===== src/rtl/sorted_table_binary_search_macros.svh =====
// Assertion macros shared by the sorted table search RTL.
`ifndef SORTED_TABLE_BINARY_SEARCH_MACROS_SVH
`define SORTED_TABLE_BINARY_SEARCH_MACROS_SVH

// Same-cycle implication, checked on the rising edge of clock outside reset.
`define STBS_ASSERT_IMP(lbl, ante, cons, msg) \
   lbl: assert property (@(posedge clock) disable iff (reset) (ante) |-> (cons)) \
      else $error(msg);

// Next-cycle implication, checked on the rising edge of clock outside reset.
`define STBS_ASSERT_NXT(lbl, ante, cons, msg) \
   lbl: assert property (@(posedge clock) disable iff (reset) (ante) |=> (cons)) \
      else $error(msg);

`endif


===== src/rtl/stbs_pkg.sv =====
// Shared types, widths and codes for the sorted table binary search block.
package stbs_pkg;

   // Field widths.
   localparam int SLOT_W = 3;
   localparam int KEY_W = 32;
   localparam int PAY_W = 48;
   localparam int USED_W = 4;
   localparam int REC_W = KEY_W + PAY_W;

   // Stream data widths, rounded up to whole bytes.
   localparam int REQ_DATA_W = ((SLOT_W + KEY_W + PAY_W + 7) / 8) * 8;
   localparam int RSP_DATA_W = ((SLOT_W + PAY_W + 7) / 8) * 8;

   // Default table depth and reset value of the used-entries register.
   localparam int TABLE_DEPTH_DEF = 8;
   localparam logic [USED_W-1:0] USED_RESET = 4'd8;

   // Operation codes carried in the request tuser.
   localparam logic OP_WRITE = 1'b0;
   localparam logic OP_SEARCH = 1'b1;

   typedef enum logic [0:0] {
      ST_IDLE,
      ST_PROBE
   } stbs_state_type;

   // One request beat as seen by the search engine.
   typedef struct packed {
      logic op;
      logic [SLOT_W-1:0] slot;
      logic signed [KEY_W-1:0] key;
      logic [PAY_W-1:0] payload;
   } stbs_cmd_type;

   // One search result.
   typedef struct packed {
      logic found;
      logic [SLOT_W-1:0] slot;
      logic [PAY_W-1:0] payload;
   } stbs_res_type;

endpackage


===== src/rtl/stbs_engine.sv =====
// Record memory and binary search sequencer, one memory probe per cycle.
module stbs_engine #(
   parameter int TABLE_DEPTH = stbs_pkg::TABLE_DEPTH_DEF
) (
   input  logic clock,
   input  logic reset,
   input  logic cmd_valid,
   output logic cmd_ready,
   input  stbs_pkg::stbs_cmd_type cmd,
   input  logic [$clog2(TABLE_DEPTH+1)-1:0] used_n,
   input  logic out_free,
   output logic res_valid,
   output stbs_pkg::stbs_res_type res
);

`include "sorted_table_binary_search_macros.svh"

   localparam int IDX_W = (TABLE_DEPTH > 1) ? $clog2(TABLE_DEPTH) : 1;
   localparam int CNT_W = $clog2(TABLE_DEPTH + 1);
   localparam int S_W = CNT_W + 1;
   localparam logic signed [S_W-1:0] ONE_S = 1;

   stbs_pkg::stbs_state_type state_ff, state_in;

   logic signed [S_W-1:0] lo_ff, lo_in, hi_ff, hi_in;
   logic [IDX_W-1:0] mid_ff, mid_in;
   logic signed [stbs_pkg::KEY_W-1:0] sought_ff, sought_in;

   logic [stbs_pkg::REC_W-1:0] mem [TABLE_DEPTH];
   logic [stbs_pkg::REC_W-1:0] rd_data_ff;

   logic wr_en, rd_en;
   logic [IDX_W-1:0] wr_addr;
   logic accept_search;
   logic signed [stbs_pkg::KEY_W-1:0] rd_key;
   logic [stbs_pkg::PAY_W-1:0] rd_pay;
   logic signed [S_W-1:0] mid_s, lo_nx, hi_nx, hi_init;
   logic signed [S_W:0] sum_nx;
   logic probe_ok, key_eq, key_lt, more;
   logic [CNT_W-1:0] mid0;

   // Record memory: one write port, one registered read port.
   always_ff @(posedge clock) begin
      if (wr_en) begin
         mem[wr_addr] <= {cmd.payload, cmd.key};
      end
      if (rd_en) begin
         rd_data_ff <= mem[mid_in];
      end
   end

   assign rd_key = rd_data_ff[stbs_pkg::KEY_W-1:0];
   assign rd_pay = rd_data_ff[stbs_pkg::REC_W-1:stbs_pkg::KEY_W];

   // Probe evaluation: compare and narrow the interval.
   always_comb begin
      mid_s = $signed({{(S_W-IDX_W){1'b0}}, mid_ff});
      probe_ok = (lo_ff <= hi_ff);
      key_eq = (sought_ff == rd_key);
      key_lt = (sought_ff < rd_key);
      lo_nx = lo_ff;
      hi_nx = hi_ff;
      if (key_lt) begin
         hi_nx = mid_s - ONE_S;
      end else begin
         lo_nx = mid_s + ONE_S;
      end
      sum_nx = {lo_nx[S_W-1], lo_nx} + {hi_nx[S_W-1], hi_nx};
      more = probe_ok && !key_eq && (lo_nx <= hi_nx);
   end

   // Initial interval of a new search; an empty table gives lo above hi.
   always_comb begin
      hi_init = $signed({1'b0, used_n} - {{CNT_W{1'b0}}, 1'b1});
      mid0 = (used_n == '0) ? '0 : ((used_n - {{(CNT_W-1){1'b0}}, 1'b1}) >> 1);
   end

   assign accept_search = (state_ff == stbs_pkg::ST_IDLE) && cmd_valid
                          && (cmd.op == stbs_pkg::OP_SEARCH);

   // Next-state logic.
   always_comb begin
      state_in = state_ff;
      unique case (state_ff)
         stbs_pkg::ST_IDLE: begin
            if (accept_search) begin
               state_in = stbs_pkg::ST_PROBE;
            end
         end
         stbs_pkg::ST_PROBE: begin
            if (!more && out_free) begin
               state_in = stbs_pkg::ST_IDLE;
            end
         end
         default: state_in = stbs_pkg::ST_IDLE;
      endcase
   end

   // Control outputs.
   always_comb begin
      cmd_ready = 1'b0;
      res_valid = 1'b0;
      rd_en = 1'b0;
      wr_en = 1'b0;
      unique case (state_ff)
         stbs_pkg::ST_IDLE: begin
            cmd_ready = 1'b1;
            rd_en = accept_search;
            wr_en = cmd_valid && (cmd.op == stbs_pkg::OP_WRITE)
                    && (32'(cmd.slot) < TABLE_DEPTH);
         end
         stbs_pkg::ST_PROBE: begin
            rd_en = more;
            res_valid = !more && out_free;
         end
         default: begin
            cmd_ready = 1'b0;
         end
      endcase
   end

   assign wr_addr = IDX_W'(cmd.slot);

   // Interval registers load on a new search or a further probe.
   always_comb begin
      lo_in = lo_ff;
      hi_in = hi_ff;
      mid_in = mid_ff;
      sought_in = sought_ff;
      if (accept_search) begin
         lo_in = '0;
         hi_in = hi_init;
         mid_in = IDX_W'(mid0);
         sought_in = cmd.key;
      end else if ((state_ff == stbs_pkg::ST_PROBE) && more) begin
         lo_in = lo_nx;
         hi_in = hi_nx;
         mid_in = sum_nx[IDX_W:1];
      end
   end

   always_ff @(posedge clock) begin
      if (reset) begin
         state_ff <= stbs_pkg::ST_IDLE;
      end else begin
         state_ff <= state_in;
      end
   end

   always_ff @(posedge clock) begin
      lo_ff <= lo_in;
      hi_ff <= hi_in;
      mid_ff <= mid_in;
      sought_ff <= sought_in;
   end

   // Result: the probed slot on a hit, all zeros on a miss.
   always_comb begin
      res.found = probe_ok && key_eq;
      res.slot = res.found ? stbs_pkg::SLOT_W'(mid_ff) : '0;
      res.payload = res.found ? rd_pay : '0;
   end

   `STBS_ASSERT_IMP(a_res_fits, res_valid, out_free, "result issued while output register is busy")
   `STBS_ASSERT_IMP(a_mid_in_range, (state_ff == stbs_pkg::ST_PROBE) && probe_ok, (mid_s >= lo_ff) && (mid_s <= hi_ff), "probe index outside search interval")
   `STBS_ASSERT_IMP(a_rd_wr_apart, rd_en, !wr_en, "memory read and write in the same cycle")

endmodule


===== src/rtl/sorted_table_binary_search.sv =====
// Top level of the sorted table binary search block.
//
// Usage: the req_ channel carries one beat per operation. A write beat
// (tuser = 0) stores key and payload at the given slot and gives no result;
// slots at or beyond the table depth are ignored. A search beat (tuser = 1)
// runs a binary search over slots 0 .. used_entries-1, which must be sorted
// ascending by signed key and written beforehand, and gives one rsp_ beat:
// tuser is the found flag, tdata the slot and payload (zeros on a miss).
// used_entries is set through csr_we / csr_wdata; the user must set it only
// while the block is idle, as the block itself does not enforce this.
// Values above the table depth search the whole table. A write beat leaves
// the engine idle; a search holds req_tready low until its result issues,
// and reads the record memory's single port once per probe. The result
// enters the output register at the edge that ends the last probe.
// The output register lets a new beat be accepted while a result waits; if
// the receiver stalls, a finished search holds until the register frees.
// Reset is synchronous: it clears the control state and sets used_entries
// to 8; table contents are undefined until written.
module sorted_table_binary_search #(
   parameter int TABLE_DEPTH = stbs_pkg::TABLE_DEPTH_DEF
) (
   input  logic clock,
   input  logic reset,
   input  logic req_tvalid,
   output logic req_tready,
   // [2:0] entry_slot, [34:3] entry_key, [82:35] entry_payload, rest zero
   input  logic [stbs_pkg::REQ_DATA_W-1:0] req_tdata,
   // [0] opcode
   input  logic req_tuser,
   output logic rsp_tvalid,
   input  logic rsp_tready,
   // [2:0] match_slot, [50:3] match_payload, rest zero
   output logic [stbs_pkg::RSP_DATA_W-1:0] rsp_tdata,
   // [0] found
   output logic rsp_tuser,
   input  logic csr_we,
   input  logic [stbs_pkg::USED_W-1:0] csr_wdata
);

`include "sorted_table_binary_search_macros.svh"

   localparam int CNT_W = $clog2(TABLE_DEPTH + 1);
   localparam int SLOT_LO = 0;
   localparam int KEY_LO = SLOT_LO + stbs_pkg::SLOT_W;
   localparam int PAY_LO = KEY_LO + stbs_pkg::KEY_W;

   logic [stbs_pkg::USED_W-1:0] used_entries_ff;
   logic [CNT_W-1:0] used_n;
   stbs_pkg::stbs_cmd_type cmd;
   stbs_pkg::stbs_res_type res, rsp_ff, rsp_in;
   logic res_valid, out_free;
   logic rsp_valid_ff, rsp_valid_in;

   // Used-entries register.
   always_ff @(posedge clock) begin
      if (reset) begin
         used_entries_ff <= stbs_pkg::USED_RESET;
      end else if (csr_we) begin
         used_entries_ff <= csr_wdata;
      end
   end

   // Search range saturates at the table depth.
   always_comb begin
      if (32'(used_entries_ff) > TABLE_DEPTH) begin
         used_n = CNT_W'(TABLE_DEPTH);
      end else begin
         used_n = CNT_W'(used_entries_ff);
      end
   end

   // Unpack the request beat.
   always_comb begin
      cmd.op = req_tuser;
      cmd.slot = req_tdata[KEY_LO-1:SLOT_LO];
      cmd.key = req_tdata[PAY_LO-1:KEY_LO];
      cmd.payload = req_tdata[PAY_LO+stbs_pkg::PAY_W-1:PAY_LO];
   end

   stbs_engine #(
      .TABLE_DEPTH(TABLE_DEPTH)
   ) u_engine (
      .clock(clock),
      .reset(reset),
      .cmd_valid(req_tvalid),
      .cmd_ready(req_tready),
      .cmd(cmd),
      .used_n(used_n),
      .out_free(out_free),
      .res_valid(res_valid),
      .res(res)
   );

   // Output register.
   assign out_free = !rsp_valid_ff || rsp_tready;

   always_comb begin
      rsp_in = rsp_ff;
      rsp_valid_in = rsp_valid_ff;
      if (res_valid) begin
         rsp_in = res;
         rsp_valid_in = 1'b1;
      end else if (rsp_tready) begin
         rsp_valid_in = 1'b0;
      end
   end

   always_ff @(posedge clock) begin
      if (reset) begin
         rsp_valid_ff <= 1'b0;
      end else begin
         rsp_valid_ff <= rsp_valid_in;
      end
   end

   always_ff @(posedge clock) begin
      rsp_ff <= rsp_in;
   end

   assign rsp_tvalid = rsp_valid_ff;
   assign rsp_tuser = rsp_ff.found;
   assign rsp_tdata = {{(stbs_pkg::RSP_DATA_W - stbs_pkg::SLOT_W - stbs_pkg::PAY_W){1'b0}},
                       rsp_ff.payload, rsp_ff.slot};

   `STBS_ASSERT_NXT(a_busy_after_search, req_tvalid && req_tready && (req_tuser == stbs_pkg::OP_SEARCH), !req_tready, "new beat accepted while a search runs")

endmodule


===== config.mk =====
export PLATFORM = sky130hd
export DESIGN_NAME = sorted_table_binary_search
export DESIGN_NICKNAME = d
export VERILOG_FILES = /design/src/rtl/stbs_pkg.sv /design/src/rtl/stbs_engine.sv /design/src/rtl/sorted_table_binary_search.sv
export VERILOG_INCLUDE_DIRS = /design/src /design/src/rtl
export SDC_FILE = /design/constraint.sdc
export NUM_CORES = 1
export LEC_CHECK = 0
export ABC_AREA = 1
export BUFFER_PORTS_ARGS = -buffer_cell sky130_fd_sc_hd__buf_2
export CORE_MARGIN = 2
export CORE_UTILIZATION = 50
export CTS_CLUSTER_SIZE = 24
export DETAILED_ROUTE_END_ITERATION = 12
export PLACE_DENSITY = 0.69
export SYNTH_ARGS = -nofsm -noshare
export SYNTH_HDL_FRONTEND = slang
export SYNTH_SLANG_ARGS = --single-unit

===== constraint.sdc =====
create_clock -name clock -period 5.4 [get_ports clock]
set_input_delay 1.08 -clock clock [delete_from_list [all_inputs] [get_ports clock]]
set_output_delay 1.08 -clock clock [all_outputs]
set_load 0.005 [all_outputs]

; Word-level counts from Yosys, hierarchy flattened
; Memory sizes are Yosys's and may differ from the RTL's. A register that Yosys moved wholly into a read port is not among the register bits.
; Cells that the tools add are included.
[totals]
memories = 1
wordCells = 57
reg_bits = 103
mem_bits_rw = 640
output_inout_bits = 59
in_bits = 98
[classes]
n_eq_ne = 1
n_reduce_logical = 15
magnitude_cmp = 4
bitwise_logic = 2
muxes = 19
add_sub_neg = 5
[mem_list]
columns = name, words, width, read_ports, rd_clocked_by_memory_dff, wr, line
row1 = u_engine.mem, 8, 80, 1, 1, 1, stbs_engine.sv:29  ; logic [stbs_pkg::REC_W-1:0] mem [TABLE_DEPTH];
[op_table]
columns = operator, n
row1 = $eq A32 B32 Y1, 1
row2 = $lt A32 B32 Y1, 1
row3 = $mux W5, 4
row4 = $le A5 B5 Y1, 2
row5 = $mux W1, 9
row6 = $mux W3, 3
row7 = $logic_and A1 B1 Y1, 8
row8 = $sub A4 B1 Y5 const B, 1
row9 = $add A3 B1 Y4 const B, 1
row10 = $add A4 B4 Y4, 1
row11 = $gt A4 B4 Y1 const B, 1
row12 = $logic_not A4 Y1, 1
row13 = $mux W4, 1
row14 = $pmux W1 S2, 2
row15 = $reduce_bool A2 Y1, 2
row16 = $sub A3 B1 Y4 const B, 1
row17 = $sub A4 B1 Y4 const B, 1
row18 = $logic_not A1 Y1, 3
row19 = $not A1 Y1, 2
row20 = $logic_or A1 B1 Y1, 1

; Logic depth before layout (Yosys ltp)
[depth]
ltp_word = 8
depth_mapped = 37
mapped_depth_nobuf = 33

; Modules after synthesis
; Synthesis repeated with hierarchy kept, for this count alone.
[unflattened]
cells_unflattened = 3452
hier_area_um2 = 36299.8
[by_module_without_submodules]
columns = mod, area_each_um2, instances, cells_per_inst, seq_area_each_um2
row1 = stbs_engine, 34496.8, 1, 3364, 22912.0
row2 = sorted_table_binary_search, 1803.0, 1, 88, 1661.6

; Least setup slack after synthesis
; OpenSTA, ideal clock, no wires.
[synth_timing]
kind = register -> register
startpoint = register u_engine.sought_ff[31] (netlist name)
endpoint = register rsp_ff, in the netlist rsp_tdata[0] (enable)
period_less_slack_ps = 5480
path_stages_with_launch = 23
n_path_buf = 1
slack_ps = -80
t_required_ps = 4936
setup_ps = 464
arrival_ps = 5016
cell_sequence = edfxtp_1 -> ha_1 -> nand2_1 -> inv_1 -> nor2_1 -> o21a_1 -> nand2_1 -> a21oi_2 -> nand2_1 -> nand2_1 -> nand2_2 -> clkbuf_1 -> o21ai_0 -> ha_1 -> inv_1 -> nor2_1 -> nand3_1 -> nand3_1 -> nand2_1 -> nand3_2 -> nand2_1 -> nand2_1 -> nor2_1
[synth_via]
elab_chain_cells = 7
elab_cells_between_ends = 11
cone_classes = order compare: 2 / eq/ne: 1 / mux: 3 / reduce/logical: 5
[synth_rtl]
columns = element, line
row1 = "start, declared", stbs_engine.sv:27  ; logic signed [stbs_pkg::KEY_W-1:0] sought_ff, sought_in;
row2 = "start signal, assigned", stbs_engine.sv:154  ; sought_ff <= sought_in;
row3 = $lt A32 B32 Y1 or $eq A32 B32 Y1 (tied branches), "stbs_engine.sv:60, stbs_engine.sv:59"
row4 = $mux W5 or $logic_not A1 Y1 (tied branches), "stbs_engine.sv:63, stbs_engine.sv:69"
row5 = $le A5 B5 Y1 or $logic_and A1 B1 Y1 (tied branches), stbs_engine.sv:69  ; more = probe_ok && !key_eq && (lo_nx <= hi_nx);
row6 = $logic_and A1 B1 Y1 (*), stbs_engine.sv:69
row7 = $logic_not A1 Y1 (*), stbs_engine.sv:114  ; res_valid = !more && out_free;
row8 = $logic_and A1 B1 Y1 (*), stbs_engine.sv:114
row9 = $mux W1 (*), stbs_engine.sv:105  ; unique case (state_ff)
row10 = named net res_valid, sorted_table_binary_search.sv:51  ; logic res_valid, out_free;
row11 = "end signal, assigned", sorted_table_binary_search.sv:117  ; rsp_ff <= rsp_in;
row12 = "end, declared", sorted_table_binary_search.sv:50  ; stbs_pkg::stbs_res_type res, rsp_ff, rsp_in;
; The timed path passes the listed nets; every way through them passes the cells marked *.
; A chain may end at the register's enable or synchronous reset.

; Worst setup path in the final report
[layout_timing]
startpoint = register u_engine.sought_ff[15] (netlist name)
endpoint = register u_engine.rd_data_ff[77] (netlist name) (read register of u_engine.mem) (data pin)
[layout_via]
elab_chain_cells = 7
elab_cells_between_ends = 13
cone_classes = add/sub: 1 / order compare: 2 / eq/ne: 1 / mux: 5 / reduce/logical: 4
[layout_rtl]
columns = element, line
row1 = $lt A32 B32 Y1 (*), stbs_engine.sv:60  ; key_lt = (sought_ff < rd_key);
row2 = $mux W5 (*), stbs_engine.sv:63  ; if (key_lt) begin
row3 = named net u_engine.lo_nx[3], stbs_engine.sv:37  ; logic signed [S_W-1:0] mid_s, lo_nx, hi_nx, hi_init;
row4 = $le A5 B5 Y1, stbs_engine.sv:69
row5 = $logic_and A1 B1 Y1, stbs_engine.sv:69
row6 = $logic_and A1 B1 Y1, stbs_engine.sv:135  ; end else if ((state_ff == stbs_pkg::ST_PROBE) && more) begin
row7 = $mux W3, stbs_engine.sv:135
row8 = $mux W3, stbs_engine.sv:130  ; if (accept_search) begin
row9 = "end, declared", stbs_engine.sv:30  ; logic [stbs_pkg::REC_W-1:0] rd_data_ff;
; Marks and branches as above.

==> results.yml <==
pwr:
  ir_drop_mv: 0.496
  pwr-share-comb: 0.293
  seqPwrFrac: 0.416
  p_sw_frac: 0.333
  power-per-cell-area_nw_per_um2: 456
  power.internal_w: 0.0124
  p_leak_nw: 18.1
  power_switching_w: 0.00618
  clkPwrFrac: 0.291
timing:
  fmax_ghz: 0.201
  holdWs_ps: 496
  worst_pin_slew_ps: 1280
  final.period_utilization: 0.922
  setup_viol: 0
  clock_skew_ps: 22.5
  rsz0062_at_grt: "false"
  fin_crit_ps: 4980
  slew-limit-headroom: 0.146
  final_max_slew_viol_count: 0
  finalHoldViolCount: 0
  tns_ps: 0
setup_path:
  critPathMaxStageDelay_ps: 380
  crit_path_end_kind: "register"
  cp.arrival_ps: 5340
  slowest_stage: "edfxtp_1"
  path_max_fanout: 74
  critPathKind: "reg2reg"
  crit_required_ps: 5760
  timing.critical_path.mode_cell: "nand2_1"
  rr_worst_depth: 30
  cp-start-kind: "register"
final_layout:
  area.sequential_um2: 24600
  final_cell_mix: "edfxtp_1, inv_1, nand3_1"
  fin_nets: 3716
  fillers: 5836
  drive_above_1_share: 0.0950
  multi_input_area_um2: 7990
  areaGrowthSynthToFinish_pct: 12.2
  mostFrequentLayoutCell: "edfxtp_1"
logic_synthesis:
  syn_inst: 3450
  ys_seq_elements: 823
  ys_seq_area_frac: 0.677
  yosysUniqueCellTypes: 36
  yosysWarnings: 0
  synth_area_um2: 36300
  synth_area_per_cell_um2: 10.5
die:
  dieArea_um2: 74800
  die_y_um: 273
  start_util: 0.506
  fp-row-count: 98
  fp.dieW_um: 273
  coreArea_um2: 71700
  io_pins: 157
clock_network:
  clock-sinks: 823
  root_buffer: "clkbuf_16"
  cts_buffers: 82
  clkLatencyLatePin_ps: 630
  cts_hold_buf: 0
  cts_tree: "yes"
  clockBufferDepth: 3
  htreeDepth: 3
  clk_pin_slew_worst_paths_ps: 60
  post_cts_buffers: 0
drt:
  top_layer_used: "met5"
  wl_met1_um: 35500
  wl_met3_um: 6390
  first_iter_violations: 2106
  finalWirelength_um: 84200
  dr_wl_met2_um: 40400
  vias_per_cell: 5.16
  remaining_drc_errors: 0
  wl_per_cell_um: 18.4
  drtAntennaViolNets: 0
  dr_total_vias: 23700
  drtPass1Iterations: 5
placed_design:
  place_hpwl_um: 44400
  portBuffers: 146
  gp_congestion: 0.819
grt:
  track_usage: 0.227
  grt_first_pass_wirelength_um: 130000
  grt_max_degree: 231
  grt_pass1_vias: 23300
  antenna_found_initial: 16
  overflow: 0
outcome:
  outcome: "finished, final reports clean"
min_path:
  hp-class: "reg2reg"
  hold_depth: 2
flow_run:
  drv_cap: 0
power groups by stage:
stage	combinational (W)	clock (W)	sequential, W
after floorplan	0.00387	0	0.00784
after global placement	0.00534	0	0.00785
after detailed placement	0.00543	0	0.00786
after CTS	0.00546	0.00547	0.00773
after global routing	0.00613	0.00573	0.00775
final	0.00545	0.00541	0.00773
cell families after synthesis:
group | synth area share
simple gates | 0.190
buf+inv | 0.107
flops | 0.677
compound gates | 0.00865
fa+ha+maj | 0.0164
xor+xnor | 0.000965
other cells | 0.000103
sequential cells by signal, indices dropped and copies added, names as in the netlist, named ones only:
name and count:
u_engine.mem 640, u_engine.rd_data_ff 80, rsp_tdata 51, u_engine.sought_ff 32, u_engine.lo_ff 5, u_engine.hi_ff 4
used_entries_ff 4, u_engine.mid_ff 3, rsp_tuser 1, rsp_tvalid 1, u_engine.state_ff 1
final timing paths:
kind                     startpoint                 endpoint  slack (ps)
max          u_engine.sought_ff[15]  u_engine.rd_data_ff[77]         420
min               u_engine.lo_ff[3]        u_engine.lo_ff[3]         500
max reg2reg  u_engine.sought_ff[15]  u_engine.rd_data_ff[77]         420
min reg2reg       u_engine.lo_ff[3]        u_engine.lo_ff[3]         500
area by class of cell:
class,count,share of cell area
timing repair buffer,209,0.0382
clock inverter,42,0.00799
clock buffer,104,0.0537
antenna,6,0.000369
inverter,772,0.0712
tap,950,0.0292
multi-input combinational,1683,0.196
sequential,823,0.603
critical path: cells and delay by family, from the launching register on:
kind,cells,cell delay (ps)
adder cells (fa/ha/maj),2,630
buffers and inverters,3,790
AND/OR/NAND/NOR,24,2520
AO/OA/AOI/OAI,1,340
flip-flops,1,380
stage by stage:
stage                     power [W]  utilization  cells  area (um2)  setup slack [ps]
final                        0.0186        0.568   4589       40700               419
after global routing         0.0196        0.568   4588       40700              26.0
after CTS                    0.0187        0.568   4583       40700               373
after detailed placement     0.0133        0.533   4437       38200               423
after global placement       0.0132        0.533   4437       38200               500
after floorplan              0.0117            -   3454       36300               201
synthesized netlist by cell type (all sizes together):
master | number | share of area
a21boi | 1 | 0.00021
a21o | 2 | 0.00041
a21oi | 23 | 0.0033
buf | 131 | 0.023
clkbuf | 45 | 0.0047
clkinv | 1 | 0.00010
conb | 1 | 0.00010
dfxtp | 14 | 0.0077
edfxtp | 809 | 0.67
fa | 1 | 0.00055
ha | 46 | 0.016
inv | 771 | 0.080
nand2 | 735 | 0.077
nand3 | 741 | 0.10
nand3b | 1 | 0.00021
nand4 | 6 | 0.0010
nor2 | 87 | 0.0091
nor2b | 1 | 0.00017
o211ai | 3 | 0.00062
o21a | 2 | 0.00041
o21ai | 23 | 0.0033
o31ai | 1 | 0.00021
o32ai | 1 | 0.00024
xnor2 | 2 | 0.00048
xor2 | 2 | 0.00048
per-layer routing:
metal / vias to the layer above / track usage
met2: 823 / 0.381
li1: 11400 / -
met1: 11300 / 0.302
met5: - / 0
met3: 150 / 0.0356
met4: 16 / 0.0765
timing repair:
action	CTS	global route
setup endpoints to repair	0	3
endpoints found under the hold margin	0	0
gates resized for setup	0	1
Note: power is estimated with default switching activity, not from simulation.
